--- config.mk ---
export PLATFORM = sky130hd
export DESIGN_NAME = autorange_timer_display_format_unit
export DESIGN_NICKNAME = d
export VERILOG_FILES = /design/src/sv/atdf_pkg.sv /design/src/sv/atdf_clamp.sv /design/src/sv/atdf_split.sv /design/src/sv/atdf_select.sv /design/src/sv/autorange_timer_display_format_unit.sv
export SDC_FILE = /design/constraint.sdc
export NUM_CORES = 1
export LEC_CHECK = 0
export BUFFER_PORTS_ARGS = -buffer_cell sky130_fd_sc_hd__buf_2
export CORE_MARGIN = 10
export CORE_UTILIZATION = 63
export CTS_CLUSTER_SIZE = 24
export DETAILED_ROUTE_END_ITERATION = 7
export HOLD_SLACK_MARGIN = 0.02
export PLACE_DENSITY = 0.79
export SLEW_MARGIN = 20
export SYNTH_ARGS = -nofsm -noshare
export SYNTH_HDL_FRONTEND = slang
export SYNTH_SLANG_ARGS = --single-unit
--- constraint.sdc ---
create_clock -name i_clk -period 10.8 [get_ports i_clk]
set_input_delay 1.08 -clock i_clk [delete_from_list [all_inputs] [get_ports i_clk]]
set_output_delay 1.08 -clock i_clk [all_outputs]
set_load 0.02 [all_outputs]
--- src/sv/atdf_pkg.sv ---
// ----------------------------------------------------------------------------
// atdf_pkg
// Shared types, range codes and constant-divide helper for the autorange
// timer display formatter.
// ----------------------------------------------------------------------------
package atdf_pkg;

    localparam int unsigned MAX_MINUTES = 999;
    localparam int unsigned MAX_SECONDS = 59;
    localparam int unsigned MAX_MILLIS  = 999;

    // reciprocal of ten, exact for every value below 1029
    localparam int unsigned DIV10_MUL   = 205;
    localparam int unsigned DIV10_SHIFT = 11;

    // display range codes
    typedef enum logic [2:0] {
        RNG_MMM  = 3'd0,
        RNG_MM_S = 3'd1,
        RNG_M_SS = 3'd2,
        RNG_SS_T = 3'd3,
        RNG_S_TT = 3'd4,
        RNG_TTT  = 3'd5
    } t_range;

    // control that travels with each pipeline stage
    typedef struct packed {
        logic   valid;
        t_range range;
    } t_stage_ctl;

    // saturated timer value
    typedef struct packed {
        logic [9:0] minutes;
        logic [5:0] seconds;
        logic [9:0] millis;
    } t_time;

    // all decimal digits of the timer value
    typedef struct packed {
        logic [3:0] min_hund;
        logic [3:0] min_tens;
        logic [3:0] min_units;
        logic [3:0] sec_tens;
        logic [3:0] sec_units;
        logic [3:0] ms_hund;
        logic [3:0] ms_tens;
        logic [3:0] ms_units;
    } t_digits;

    // divide by ten through a constant multiply, valid for n below 1029
    function automatic logic [9:0] div10(input logic [9:0] n);
        logic [20:0] prod;
        prod = {11'd0, n} * 21'(DIV10_MUL);
        return prod[DIV10_SHIFT +: 10];
    endfunction

    // remainder after div10, always a single decimal digit
    function automatic logic [3:0] rem10(input logic [9:0] n, input logic [9:0] q);
        logic [9:0] diff;
        diff = n - 10'(q * 10'd10);
        return diff[3:0];
    endfunction

endpackage

--- src/sv/atdf_clamp.sv ---
// ----------------------------------------------------------------------------
// atdf_clamp
// First stage: saturates the timer fields and chooses the display range.
// ----------------------------------------------------------------------------
module atdf_clamp
    import atdf_pkg::*;
(
    input  logic       i_clk,
    input  logic       i_rst_n,
    input  logic       i_valid,
    input  logic [9:0] i_minutes,
    input  logic [5:0] i_seconds,
    input  logic [9:0] i_milliseconds,
    output t_stage_ctl o_ctl,
    output t_time      o_time
);

    t_stage_ctl r_ctl, n_ctl;
    t_time      r_time, n_time;

    // saturate each field
    always_comb begin
        n_time.minutes = (i_minutes > 10'(MAX_MINUTES)) ? 10'(MAX_MINUTES) : i_minutes;
        n_time.seconds = (i_seconds > 6'(MAX_SECONDS)) ? 6'(MAX_SECONDS) : i_seconds;
        n_time.millis  = (i_milliseconds > 10'(MAX_MILLIS)) ? 10'(MAX_MILLIS)
                                                             : i_milliseconds;
    end

    // first matching range wins
    always_comb begin
        n_ctl.valid = i_valid;
        if (n_time.minutes >= 10'd100) begin
            n_ctl.range = RNG_MMM;
        end else if (n_time.minutes >= 10'd10) begin
            n_ctl.range = RNG_MM_S;
        end else if (n_time.minutes != 10'd0) begin
            n_ctl.range = RNG_M_SS;
        end else if (n_time.seconds >= 6'd10) begin
            n_ctl.range = RNG_SS_T;
        end else if (n_time.seconds != 6'd0) begin
            n_ctl.range = RNG_S_TT;
        end else begin
            n_ctl.range = RNG_TTT;
        end
    end

    // stage register
    always_ff @(posedge i_clk) begin
        if (!i_rst_n) begin
            r_ctl.valid <= 1'b0;
        end else begin
            r_ctl.valid <= n_ctl.valid;
        end
        r_ctl.range <= n_ctl.range;
        r_time      <= n_time;
    end

    assign o_ctl  = r_ctl;
    assign o_time = r_time;

endmodule

--- src/sv/atdf_split.sv ---
// ----------------------------------------------------------------------------
// atdf_split
// Second stage: splits minutes, seconds and milliseconds into decimal digits.
// ----------------------------------------------------------------------------
module atdf_split
    import atdf_pkg::*;
(
    input  logic       i_clk,
    input  logic       i_rst_n,
    input  t_stage_ctl i_ctl,
    input  t_time      i_time,
    output t_stage_ctl o_ctl,
    output t_digits    o_digits
);

    t_stage_ctl r_ctl;
    t_digits    r_digits, n_digits;

    logic [9:0] min_q1, min_q2;
    logic [9:0] sec_ext, sec_q1;
    logic [9:0] ms_q1, ms_q2;

    // repeated divide by ten
    always_comb begin
        min_q1  = div10(i_time.minutes);
        min_q2  = div10(min_q1);
        sec_ext = {4'd0, i_time.seconds};
        sec_q1  = div10(sec_ext);
        ms_q1   = div10(i_time.millis);
        ms_q2   = div10(ms_q1);

        n_digits.min_units = rem10(i_time.minutes, min_q1);
        n_digits.min_tens  = rem10(min_q1, min_q2);
        n_digits.min_hund  = min_q2[3:0];
        n_digits.sec_units = rem10(sec_ext, sec_q1);
        n_digits.sec_tens  = sec_q1[3:0];
        n_digits.ms_units  = rem10(i_time.millis, ms_q1);
        n_digits.ms_tens   = rem10(ms_q1, ms_q2);
        n_digits.ms_hund   = ms_q2[3:0];
    end

    // stage register
    always_ff @(posedge i_clk) begin
        if (!i_rst_n) begin
            r_ctl.valid <= 1'b0;
        end else begin
            r_ctl.valid <= i_ctl.valid;
        end
        r_ctl.range <= i_ctl.range;
        r_digits    <= n_digits;
    end

    assign o_ctl    = r_ctl;
    assign o_digits = r_digits;

endmodule

--- src/sv/atdf_select.sv ---
// ----------------------------------------------------------------------------
// atdf_select
// Third stage: places digits and decimal points for the chosen range.
// ----------------------------------------------------------------------------
module atdf_select
    import atdf_pkg::*;
(
    input  logic       i_clk,
    input  logic       i_rst_n,
    input  t_stage_ctl i_ctl,
    input  t_digits    i_digits,
    output logic       o_done,
    output logic [3:0] o_digit_left,
    output logic [3:0] o_digit_middle,
    output logic [3:0] o_digit_right,
    output logic       o_dot_left,
    output logic       o_dot_middle,
    output logic [2:0] o_range_code
);

    logic       r_done;
    logic [3:0] r_dl, r_dm, r_dr, n_dl, n_dm, n_dr;
    logic       r_pl, r_pm, n_pl, n_pm;
    t_range     r_range;

    // digit placement by range
    always_comb begin
        n_pl = 1'b0;
        n_pm = 1'b0;
        case (i_ctl.range)
            RNG_MMM: begin
                n_dl = i_digits.min_hund;
                n_dm = i_digits.min_tens;
                n_dr = i_digits.min_units;
            end
            RNG_MM_S: begin
                n_dl = i_digits.min_tens;
                n_dm = i_digits.min_units;
                n_dr = i_digits.sec_tens;
                n_pm = 1'b1;
            end
            RNG_M_SS: begin
                n_dl = i_digits.min_units;
                n_dm = i_digits.sec_tens;
                n_dr = i_digits.sec_units;
                n_pl = 1'b1;
            end
            RNG_SS_T: begin
                n_dl = i_digits.sec_tens;
                n_dm = i_digits.sec_units;
                n_dr = i_digits.ms_hund;
                n_pm = 1'b1;
            end
            RNG_S_TT: begin
                n_dl = i_digits.sec_units;
                n_dm = i_digits.ms_hund;
                n_dr = i_digits.ms_tens;
                n_pl = 1'b1;
            end
            default: begin
                n_dl = i_digits.ms_hund;
                n_dm = i_digits.ms_tens;
                n_dr = i_digits.ms_units;
            end
        endcase
    end

    // output register
    always_ff @(posedge i_clk) begin
        if (!i_rst_n) begin
            r_done <= 1'b0;
        end else begin
            r_done <= i_ctl.valid;
        end
        r_dl    <= n_dl;
        r_dm    <= n_dm;
        r_dr    <= n_dr;
        r_pl    <= n_pl;
        r_pm    <= n_pm;
        r_range <= i_ctl.range;
    end

    assign o_done         = r_done;
    assign o_digit_left   = r_dl;
    assign o_digit_middle = r_dm;
    assign o_digit_right  = r_dr;
    assign o_dot_left     = r_pl;
    assign o_dot_middle   = r_pm;
    assign o_range_code   = r_range;

endmodule

--- src/sv/autorange_timer_display_format_unit.sv ---
// ----------------------------------------------------------------------------
// autorange_timer_display_format_unit
// Formats a countdown timer value into three digits and two decimal points.
// ----------------------------------------------------------------------------
// Usage:
//   A request is taken on each rising edge with i_start high and o_busy low.
//   o_busy is always low, so a new timer value may be given every cycle.
//   Each request carries minutes, seconds and milliseconds; out-of-range
//   fields saturate (999 minutes, 59 seconds, 999 milliseconds).
//   The result passes the clamp, split and select registers in that order and
//   is then on the digit, dot and range ports, marked by o_done.
//   Throughput is one request per cycle, with three register stages:
//   saturate and classify, decimal split, placement.
//   The receiver cannot stall; every result must be captured when o_done
//   is high.
//   Synchronous reset clears the stage valid bits, so no result is produced
//   for requests still in flight; the datapath holds no other state.
// ----------------------------------------------------------------------------
module autorange_timer_display_format_unit
    import atdf_pkg::*;
(
    input  logic       i_clk,
    input  logic       i_rst_n,
    input  logic       i_start,
    output logic       o_busy,
    input  logic [9:0] i_minutes,
    input  logic [5:0] i_seconds,
    input  logic [9:0] i_milliseconds,
    output logic       o_done,
    output logic [3:0] o_digit_left,
    output logic [3:0] o_digit_middle,
    output logic [3:0] o_digit_right,
    output logic       o_dot_left,
    output logic       o_dot_middle,
    output logic [2:0] o_range_code
);

    t_stage_ctl s1_ctl, s2_ctl;
    t_time      s1_time;
    t_digits    s2_digits;
    logic       accept;

    // fully pipelined, never busy
    assign o_busy = 1'b0;
    assign accept = i_start && !o_busy;

    // saturate and classify
    atdf_clamp u_clamp (
        .i_clk          (i_clk),
        .i_rst_n        (i_rst_n),
        .i_valid        (accept),
        .i_minutes      (i_minutes),
        .i_seconds      (i_seconds),
        .i_milliseconds (i_milliseconds),
        .o_ctl          (s1_ctl),
        .o_time         (s1_time)
    );

    // decimal split
    atdf_split u_split (
        .i_clk    (i_clk),
        .i_rst_n  (i_rst_n),
        .i_ctl    (s1_ctl),
        .i_time   (s1_time),
        .o_ctl    (s2_ctl),
        .o_digits (s2_digits)
    );

    // digit placement
    atdf_select u_select (
        .i_clk          (i_clk),
        .i_rst_n        (i_rst_n),
        .i_ctl          (s2_ctl),
        .i_digits       (s2_digits),
        .o_done         (o_done),
        .o_digit_left   (o_digit_left),
        .o_digit_middle (o_digit_middle),
        .o_digit_right  (o_digit_right),
        .o_dot_left     (o_dot_left),
        .o_dot_middle   (o_dot_middle),
        .o_range_code   (o_range_code)
    );

    // every accepted request gives a result on o_done
    a_latency: assert property (@(posedge i_clk) disable iff (!i_rst_n)
        accept |-> ##3 o_done)
        else $error("result missing three cycles after request");

    // no result without a matching earlier request
    a_no_spurious: assert property (@(posedge i_clk) disable iff (!i_rst_n)
        o_done |-> $past(accept, 3))
        else $error("result without matching request");

    // at most one decimal point lit
    a_one_dot: assert property (@(posedge i_clk) disable iff (!i_rst_n)
        o_done |-> !(o_dot_left && o_dot_middle))
        else $error("both decimal points lit");

    // left dot only in the M.SS and S.tt ranges
    a_left_dot_range: assert property (@(posedge i_clk) disable iff (!i_rst_n)
        (o_done && o_dot_left) |-> (o_range_code == RNG_M_SS || o_range_code == RNG_S_TT))
        else $error("left dot lit in wrong range");

    // minutes of one hundred or more always give the hundreds-of-minutes range
    a_mmm_range: assert property (@(posedge i_clk) disable iff (!i_rst_n)
        accept && (i_minutes >= 10'd100) |-> ##3 (o_range_code == RNG_MMM))
        else $error("large minute value not shown in minute range");

endmodule

* Word-level counts from Yosys, hierarchy flattened
Index checks and enable logic that the tools add are counted.
Word-level totals: input bits 29, output and inout port bits 19, register bits after elaboration 83, word-level logic and storage cells 67
Cells by class: order comparisons 6, reductions and logical operators 7, equal/unequal tests 4, mux-type cells 11, $mul 10, add/sub/neg operators 5
Operator list (count):
- $pmux 4 s5 | 3
- $mul 10x8->18 const B | 2
- $mul 7x8->15 const B | 2
- $gt 10x10->1 const B | 2
- $sub 4x4->4 | 5
- $mul 6x8->14 const B | 1
- $mul 7x3->3 const B | 2
- $ge 10x4->1 const B | 1
- $ge 10x7->1 const B | 1
- $mux 10 | 1
- $reduce_bool 10->1 | 1
- $mul 4x3->3 const B | 2
- $eq 3x2->1 const B | 2
- $ge 6x4->1 const B | 1
- $gt 6x6->1 const B | 1
- $mux 6 | 1
- $reduce_bool 6->1 | 1
- $reduce_or 2->1 | 3
- $mux 1 | 4
- $mux 2 | 2
- $reduce_or 4->1 | 1
- $eq 3x1->1 const B | 1
- $eq 3x3->1 const B | 1
- $logic_not 3->1 | 1
- $mul 3x3->3 const B | 1

* Logic depth before layout (Yosys ltp)
Gate-level depths: netlist (run 1).
depth in word-level cells 7, gate-level depth with buffers 34, gate-level depth less buffers 34

* Modules after synthesis
From an unflattened synthesis (run 1), not the netlist that was laid out.
Unflattened totals: cells, all modules 827, area total of the unflattened synthesis 8172.8 µm²
By module, submodules not included:
- atdf_split | cells an instance 656, seq. area each 700.7 µm², instances 1, area each 6314.8 µm²
- atdf_select | cells an instance 85, seq. area each 360.3 µm², instances 1, area each 964.7 µm²
- atdf_clamp | cells an instance 84, seq. area each 600.6 µm², instances 1, area each 882.1 µm²
- autorange_timer_display_format_unit | cells an instance 2, seq. area each 0.0 µm², instances 1, area each 11.3 µm²

* Worst setup path before layout (run 1)
OpenSTA, ideal clock, no wires.
path kind reg2reg, start register u_clamp.r_time, in the netlist u_clamp.o_time[18], end register u_split.r_digits, in the netlist u_split.o_digits[27], buffers on the path 0, cell stages (with the launch flop) 33, library setup time 131 ps, data required time 10669 ps, data arrival time 7555 ps, period minus slack after synthesis 7686 ps, setup slack 3114 ps, cells stage by stage dfxtp_1 > ha_1 > inv_1 > fa_1 > inv_1 > fa_1 > inv_1 > fa_1 > inv_1 > ha_1 > a21oi_1 > o21ai_0 > a21oi_1 > o21ai_1 > a21oi_2 > o21bai_1 > xnor2_1 > ha_1 > ha_1 > fa_1 > inv_1 > fa_1 > inv_1 > ha_1 > a311oi_1 > nor4_1 > or3_2 > a211oi_1 > a21oi_1 > fa_1 > xor2_1 > xnor2_1 > xnor2_1
RTL lines:
- from (decl) | line atdf_clamp.sv:19 | t_time r_time, n_time;
- from (signal assigned) | line atdf_clamp.sv:55 | r_time <= n_time;
- to (signal assigned) | line atdf_split.sv:50 | r_digits <= n_digits;
- to (decl) | line atdf_split.sv:17 | t_digits r_digits, n_digits;

==> flow_summary.ini, run 1 <==
[finish]
layout.cells.most_common = ha_1
nets = 1123
most-common-layout-cells = ha_1, inv_1, dfxtp_1
drive_gt1_frac = 0.121
antenna-diode-count = 0
synthToLayoutAreaGrowth_pct = 8.21

[worst_setup_path]
arrival_ns = 8.50
worstPathRequired_ns = 11.01
critPathMaxFanout = 4
cp_slowest_stage_delay_ns = 0.53
critPathTopFamily = adder cells
critPathCaptureType = register
critPathLaunchType = register
critPathSlowestCell = fa_1
cp_num_buf_inv = 6
critical_path_class = register to register

[synth]
netlist_area_sq_um = 8090
ys_types = 69
synth_area_leader_cell = ha_1
ys_warn_count = 0
yosys.area.top_type_share = 0.294
synth_edf_count = 0
syn_nets = 1090
synthFlopType = dfxtp_1
synthCells = 812
syn-mean-instance-area_sq_um = 9.97
synth.area.top_cells = ha_1, dfxtp_1, fa_1
synth_seq_cells = 83
async_flop_share = 0
yosysSeqAreaShare = 0.205

[sta]
worst_hold_slack_ns = 0.331
maxSlewHeadroom = 0.357
min_period_ns = 8.29
fin_setup_tns_ns = 0
finalHoldViolCount = 0
finalClockSkew_ns = 0.00371
worst_pin_slew_ns = 0.956
max_freq_mhz = 121
period_share = 0.767
rsz0062_at_grt = false
setup_viol = 0
finalMaxSlewViolations = 0

[die]
ioPinCount = 48
rows = 41
start_util = 0.641
fp.dieW_microns = 133
design.core.area_sq_um = 12600
die_area_sq_um = 17800
die_y_microns = 133

[cts]
cts_resized = 0
htreeDepth = 3
post_cts_buffers = 0
clk_path_buf_depth = 2
cts_buffers = 9
cts_tree = done
worstSkewPairLatency_ns = 0.34
clk_root_buffer_cell = clkbuf_16
cts.clk_slew.worst_paths_ns = 0.06
cts_sinks = 83
holdBufCountCts = 0

[route]
routedWlPerCell_microns = 15.4
vias_per_cell = 5.37
firstDrtPassIters = 4
drt_iter0_markers = 191
drc = 0
antenna_left = 0
vias = 5484
routed_wl_microns = 15700

[grt]
grt_pass1_wl_microns = 27400
groute.usage.overall = 0.187
grt_overflow = 0
antenna_found_initial = 0
grt_start_max_net_pins = 38
grt_pass1_vias = 6048

[place]
routabilityCongestion = 0.895
hpwlAfterDp_microns = 13300
portBuffers = 46

[run_status]
outcome = finished, final reports clean

[hold_path]
hp-class = register to register

[job]
drv_cap = 0
-- state kept, by name (all words and copies together) (netlist names) --
signal,cells
u_clamp.o_time,26
u_clamp.o_ctl,4
u_select.o_done,1
u_split.o_ctl,4
u_select.o_range_code,3
u_select.o_digit_left,4
u_select.o_digit_right,4
u_split.o_digits,31
u_select.o_dot_left,1
u_select.o_dot_middle,1
u_select.o_digit_middle,4
-- routing by layer --
layer | share of wire | GRT usage | vias to the layer above
met4 | 0.029 | 0.0762 | 0
met1 | 0.43 | 0.207 | 2638
met5 | 0 | 0 | -
met2 | 0.52 | 0.344 | 82
li1 | - | - | 2733
met3 | 0.026 | 0.0316 | 31
-- per-stage QoR --
stage	utilization	cells	worst slack (ns)	instance area (sq um)
2_1_floorplan	-	812	3.11	8090
3_3_place_gp	0.669	1006	2.86	8440
3_5_place_dp	0.669	1006	2.51	8440
4_1_cts	0.694	1022	2.50	8750
5_1_grt	0.694	1022	1.90	8760
6_report	0.694	1022	2.51	8760
-- cell usage after synthesis (5+ instances only) --
| master | count |
|---|---|
| a211oi_1 | 5 |
| mux4_2 | 6 |
| a21o_1 | 9 |
| xor2_1 | 21 |
| xnor2_1 | 29 |
| o21ai_0 | 17 |
| dfxtp_1 | 83 |
| or2_2 | 8 |
| ha_1 | 190 |
| fa_1 | 59 |
| nand3_1 | 7 |
| clkbuf_1 | 19 |
| nand2b_1 | 8 |
| nor2_1 | 22 |
| inv_1 | 167 |
| nand2_1 | 18 |
| mux2i_1 | 12 |
| nand4_1 | 7 |
| and2_1 | 5 |
| nor3_1 | 5 |
| nor2b_1 | 13 |
| a21oi_1 | 32 |
-- cell families after synthesis --
group                    synth area share
adder cells (fa/ha/maj)             0.440
multiplexers                       0.0329
XOR/XNOR                           0.0676
AND/OR/NAND/NOR                    0.0806
other                            0.000463
buffers and inverters              0.0898
flip-flops                          0.205
AO/OA/AOI/OAI                      0.0836
-- final cells by class --
cell class                 instances  area (sq um)
multi-input combinational        537          5700
fill                             968          3860
sequential                        83          1660
inverter                         168           631
clock buffer                      11           253
timing repair buffer              46           230
tap                              172           215
clock inverter                     5          60.1
-- path summary, 6_finish.rpt --
check                                                 start  slack, ns                           end  depth (start not counted)
worst max-delay path             u_clamp.o_time[18]$_DFF_P_       2.51  u_split.o_digits[27]$_DFF_P_                         32
worst min-delay path            u_clamp.o_ctl[2]$_SDFF_PP0_       0.33      u_split.o_ctl[2]$_DFF_P_                          0
worst max register to register   u_clamp.o_time[18]$_DFF_P_       2.51  u_split.o_digits[27]$_DFF_P_                         32
worst min register to register  u_clamp.o_ctl[2]$_SDFF_PP0_       0.33      u_split.o_ctl[2]$_DFF_P_                          0
Power of run 1 is left out: the tool's default activity adds up to more than one toggle a clock period on the data nets, which glitch-free logic cannot reach.
==> run 2: changes to the inputs <==
Settings changed: CORE_UTILIZATION 63 to 57, PLACE_DENSITY 0.79 to 0.75.
Clock period 10.8 ns to 6.82 ns, I/O delays scaled along.
==> run 2 against run 1 <==
Compared with the run above:
- the flow now finishes with violations (setup timing)
- worst setup slack worse by 3.0 ns
- clock-buffer cell count is 1 higher
- utilization increased by 5.3 points
- first-iteration DRC count is 82% higher
- critical path depth grew 2
- register-to-register slack worse by 3.0 ns
- sequential share of layout area down 2.6 points
- routed wire length is 22% higher
- flip-flop and latch count stayed put
- maximum frequency grew 13%
- die area up 8.9%
- global-route usage rose by 0.41 points
- highest routed layer unchanged
==> flow_summary.ini, run 2 (synthesized netlist as in run 1, its figures left out) <==
[run_status]
outcome = finished, violations left
failed_checks = setup timing

[cts]
clk_path_buf_depth = 2
cts.clk_slew.worst_paths_ns = 0.07
cts_tree = done
htreeDepth = 3
worstSkewPairLatency_ns = 0.35
cts_sinks = 83
clk_root_buffer_cell = clkbuf_16
cts_buffers = 9

[worst_setup_path]
reg2reg_depth = 34
worstPathRequired_ns = 7.10
critical_path_class = register to register
r2r_start = u_clamp.o_time[2]$_SDFF_PN1_
arrival_ns = 7.63
critPathSlowestCell = fa_1
r2r_slack_ns = -0.53
worstReg2RegEnd = u_split.o_digits[7]$_DFF_P_
critPathMaxFanout = 3
crit_path_start = u_clamp.o_time[2]$_SDFF_PN1_
critPathLaunchType = register
critPathCaptureType = register
cp_slowest_stage_delay_ns = 0.53

[sta]
finalMaxSlewViolations = 0
period_share = 1.08
finalClockSkew_ns = 0.0122
maxSlewHeadroom = 0.504
worst_pin_slew_ns = 0.744
rsz0062_at_grt = true
setup_viol = 8
max_freq_mhz = 136
fin_setup_tns_ns = -1.79
fin_ws_ns = -0.528
finalHoldViolCount = 0
min_period_ns = 7.35

[die]
die_y_microns = 139
rows = 43
ioPinCount = 48
fp.dieW_microns = 139
design.core.area_sq_um = 13900
start_util = 0.583
die_area_sq_um = 19400

[finish]
largest_reg_flops = 31
drive_gt1_frac = 0.345
layout.cells.most_common = ha_1
multi_input_area_sq_um = 6400
synthToLayoutAreaGrowth_pct = 28.1
antenna-diode-count = 0
register_area_sq_um = 1700
nFillCells = 862
fin_util = 0.747
nets = 1235
most-common-layout-cells = ha_1, inv_1, buf_4

[route]
antenna_left = 0
vias_per_cell = 5.29
routedWlPerCell_microns = 16.8
drc = 0
firstDrtPassIters = 4
vias = 6035
drt_iter0_markers = 347
routed_wl_microns = 19200

[hold_path]
min-delay-start = u_clamp.o_ctl[2]$_SDFF_PP0_
whs_path_depth = 0
hp-class = register to register
hold_end = u_split.o_ctl[2]$_DFF_P_

[place]
portBuffers = 46
routabilityCongestion = 0.871
hpwlAfterDp_microns = 14200

[grt]
grt_pass1_vias = 6618
antenna_found_initial = 0
groute.usage.overall = 0.191
grt_pass1_wl_microns = 30900
grt_start_max_net_pins = 38
grt_overflow = 0

[job]
drv_cap = 0
run 2: changes by cell type in the layout (fill, tap and decap cells not counted), moves of 6 or more:
cell	delta
buf_4	+106
inv_1	-28
a21oi_1	-10
dfxtp_4	+6
ha_4	+32
inv_2	+28
ha_1	-35
dfxtp_2	+7
a21oi_2	+8
dfxtp_1	-13
run 2: worst max-delay path: cells and delay by family, from the launching register on:
kind	cells	cell delay [ns]
fa+ha+maj	11	3.97
simple gates	6	1.11
xor+xnor	5	0.88
buf+inv	10	0.67
flops	1	0.37
compound gates	2	0.28
run 2: worst max-delay path by stage:
stage / to / cells past startpoint
after CTS: u_split.o_digits[7]$_DFF_P_ / 33
final: u_split.o_digits[7]$_DFF_P_ / 34
after global routing: u_split.o_digits[7]$_DFF_P_ / 34
after global placement: u_split.o_digits[27]$_DFF_P_ / 32
after floorplan: u_split.o_digits[27]$_DFF_P_ / 32
after detailed placement: u_split.o_digits[27]$_DFF_P_ / 32
run 2: repair_timing:
item,CTS,global route
hold endpoints to repair,0,0
endpoints found under the setup margin,7,13
buffers inserted,12,13
resized for setup,46,50
hold buffers,0,0
pin swaps,46,33
run 2: cell type report:
| type | instances | area share |
|---|---|---|
| clock buffers | 12 | 0.0279 |
| well taps | 180 | 0.0217 |
| flip-flops and latches | 83 | 0.164 |
| inverters | 168 | 0.0608 |
| multi-input cells | 537 | 0.617 |
| repair buffers | 158 | 0.106 |
| clock inverters | 3 | 0.00253 |
run 2: layer usage:
metal  vias up  part of all wire  GRT usage
met5         -                 0          0
met4         0             0.028     0.0670
met3        43             0.035     0.0325
met2       134              0.52      0.344
met1      2907              0.42      0.221
li1       2951                 -          -
run 2: metrics by stage:
stage          hold WS, ns  instance area (sq um)  instances  setup slack [ns]
2_1_floorplan        0.310                   8350        812            -0.351
3_3_place_gp         0.319                   9370       1102            -0.422
3_5_place_dp         0.319                   9370       1102            -0.579
4_1_cts              0.334                  10000       1129            -0.362
5_1_grt              0.347                  10400       1141            -0.783
6_report             0.332                  10400       1141            -0.528
Power of run 2 is left out for the same reason.
==> run 3: changes to the inputs <==
Settings changed: CORE_UTILIZATION 57 to 58, CTS_BUF_LIST from default to sky130_fd_sc_hd__clkbuf_8, PLACE_DENSITY 0.75 to 0.77.
==> run 3 against run 2 <==
Compared with the run above:
- clock-buffer cell count decreased by 3
- clock skew decreased by 0.0036 ns
- worst setup slack improved by 0.13 ns
- utilization increased by 0.58 points
- critical endpoint is now u_split.o_digits[27]$_DFF_P_
- die area decreased by 1.5%
- register-to-register slack improved by 0.13 ns
- hold slack improved by 0.033 ns
- critical path depth decreased by 2
- critical path type unchanged
- via count decreased by 1.5%
- design area unchanged
- the run still ends with setup timing left
==> flow_summary.ini, run 3 (synthesized netlist as in run 1, its figures left out) <==
[run_status]
outcome = finished, violations left
failed_checks = setup timing

[die]
die_area_sq_um = 19100
fp.dieW_microns = 138
ioPinCount = 48
die_y_microns = 138
start_util = 0.588
design.core.area_sq_um = 13800
rows = 43

[sta]
maxSlewHeadroom = 0.313
finalClockSkew_ns = 0.00856
finalHoldViolCount = 0
fin_ws_ns = -0.402
min_period_ns = 7.22
setup_viol = 6
rsz0062_at_grt = true
worst_hold_slack_ns = 0.365
max_freq_mhz = 138
worst_pin_slew_ns = 1.03
period_share = 1.06
finalMaxSlewViolations = 0

[grt]
grt_overflow = 0
grt_pass1_vias = 6271
grt_pass1_wl_microns = 28900
groute.usage.overall = 0.178
antenna_found_initial = 0
grt_start_max_net_pins = 38

[cts]
cts_tree = done
clk_root_buffer_cell = clkbuf_8
cts.clk_slew.worst_paths_ns = 0.09
cts_sinks = 83
clk_path_buf_depth = 2
holdBufCountCts = 0
htreeDepth = 3
worstSkewPairLatency_ns = 0.38
cts_buffers = 9

[hold_path]
hp-class = register to register

[worst_setup_path]
arrival_ns = 7.50
critPathSlowestCell = fa_1
r2r_slack_ns = -0.40
critPathMaxFanout = 3
worstPathRequired_ns = 7.10
critPathCaptureType = register
critical_path_class = register to register
cp_slowest_stage_delay_ns = 0.54
critPathLaunchType = register

[finish]
largest_reg_flops = 31
antenna-diode-count = 0
stdcell_area_sq_um = 10400
layout.cells.most_common = ha_1
drive_gt1_frac = 0.352
synthToLayoutAreaGrowth_pct = 28.1
most-common-layout-cells = ha_1, inv_1, buf_4
nets = 1241

[place]
dpl_cell_area_sq_um = 9370
routabilityCongestion = 0.874
portBuffers = 46
hpwlAfterDp_microns = 13600

[route]
vias_per_cell = 5.18
drt_iter0_markers = 278
routed_wl_microns = 18000
firstDrtPassIters = 4
antenna_left = 0
routedWlPerCell_microns = 15.7
drc = 0
vias = 5944

[job]
drv_cap = 0
## run 3: cell count changes in the layout (fill, tap and decap cells not counted), moves of 5 or more
cell / delta
clkbuf_8: +8
ha_1: -7
clkbuf_16: -11
buf_6: +5
## run 3: through the flow
step | cells | util | worst slack (ns) | TNS, ns
finish | 1148 | 0.753 | -0.402 | -1.32
global route | 1148 | 0.753 | -0.655 | -3.55
CTS | 1133 | 0.723 | -0.362 | -0.845
detailed placement | 1102 | 0.680 | -0.531 | -1.67
global placement | 1102 | 0.680 | -0.397 | -1.02
floorplan | 812 | - | -0.351 | -0.624
## run 3: timing repair
item                                    4_1_cts  5_1_grt
pin swaps                                    52       42
endpoints found under the setup margin        7       13
setup buffers                                15       17
gates resized for setup                      49       57
## run 3: worst paths after layout
check                                                  from                           end  cells past startpoint
worst max-delay path             u_clamp.o_time[19]$_DFF_P_  u_split.o_digits[27]$_DFF_P_                     32
worst min-delay path            u_clamp.o_ctl[0]$_SDFF_PP0_      u_split.o_ctl[0]$_DFF_P_                      0
worst max register to register   u_clamp.o_time[19]$_DFF_P_  u_split.o_digits[27]$_DFF_P_                     32
worst min register to register  u_clamp.o_ctl[0]$_SDFF_PP0_      u_split.o_ctl[0]$_DFF_P_                      0
## run 3: critical path, delay by kind of cell, from the launching register on
| kind | cells | cell delay (ns) |
|---|---|---|
| buf+inv | 6 | 0.26 |
| xor+xnor | 5 | 0.70 |
| compound gates | 5 | 0.87 |
| simple gates | 4 | 0.69 |
| fa+ha+maj | 12 | 4.23 |
| flops | 1 | 0.38 |
## run 3: per-layer routing
metal / vias to the layer above / track usage / wire length (microns)
met2: 116 / 0.309 / 8970
met1: 2849 / 0.221 / 8100
li1: 2959 / - / -
met3: 20 / 0.0353 / 703
met4: 0 / 0.0416 / 222
met5: - / 0 / 0
## run 3: area by class of cell
type | count | area [sq um]
inverters | 168 | 631
multi-input cells | 537 | 6460
well taps | 180 | 225
repair buffers | 164 | 1150
clock inverters | 7 | 70.1
flip-flops and latches | 83 | 1710
clock buffers | 9 | 124
fillers | 920 | 3410
Power of run 3 is left out for the same reason.
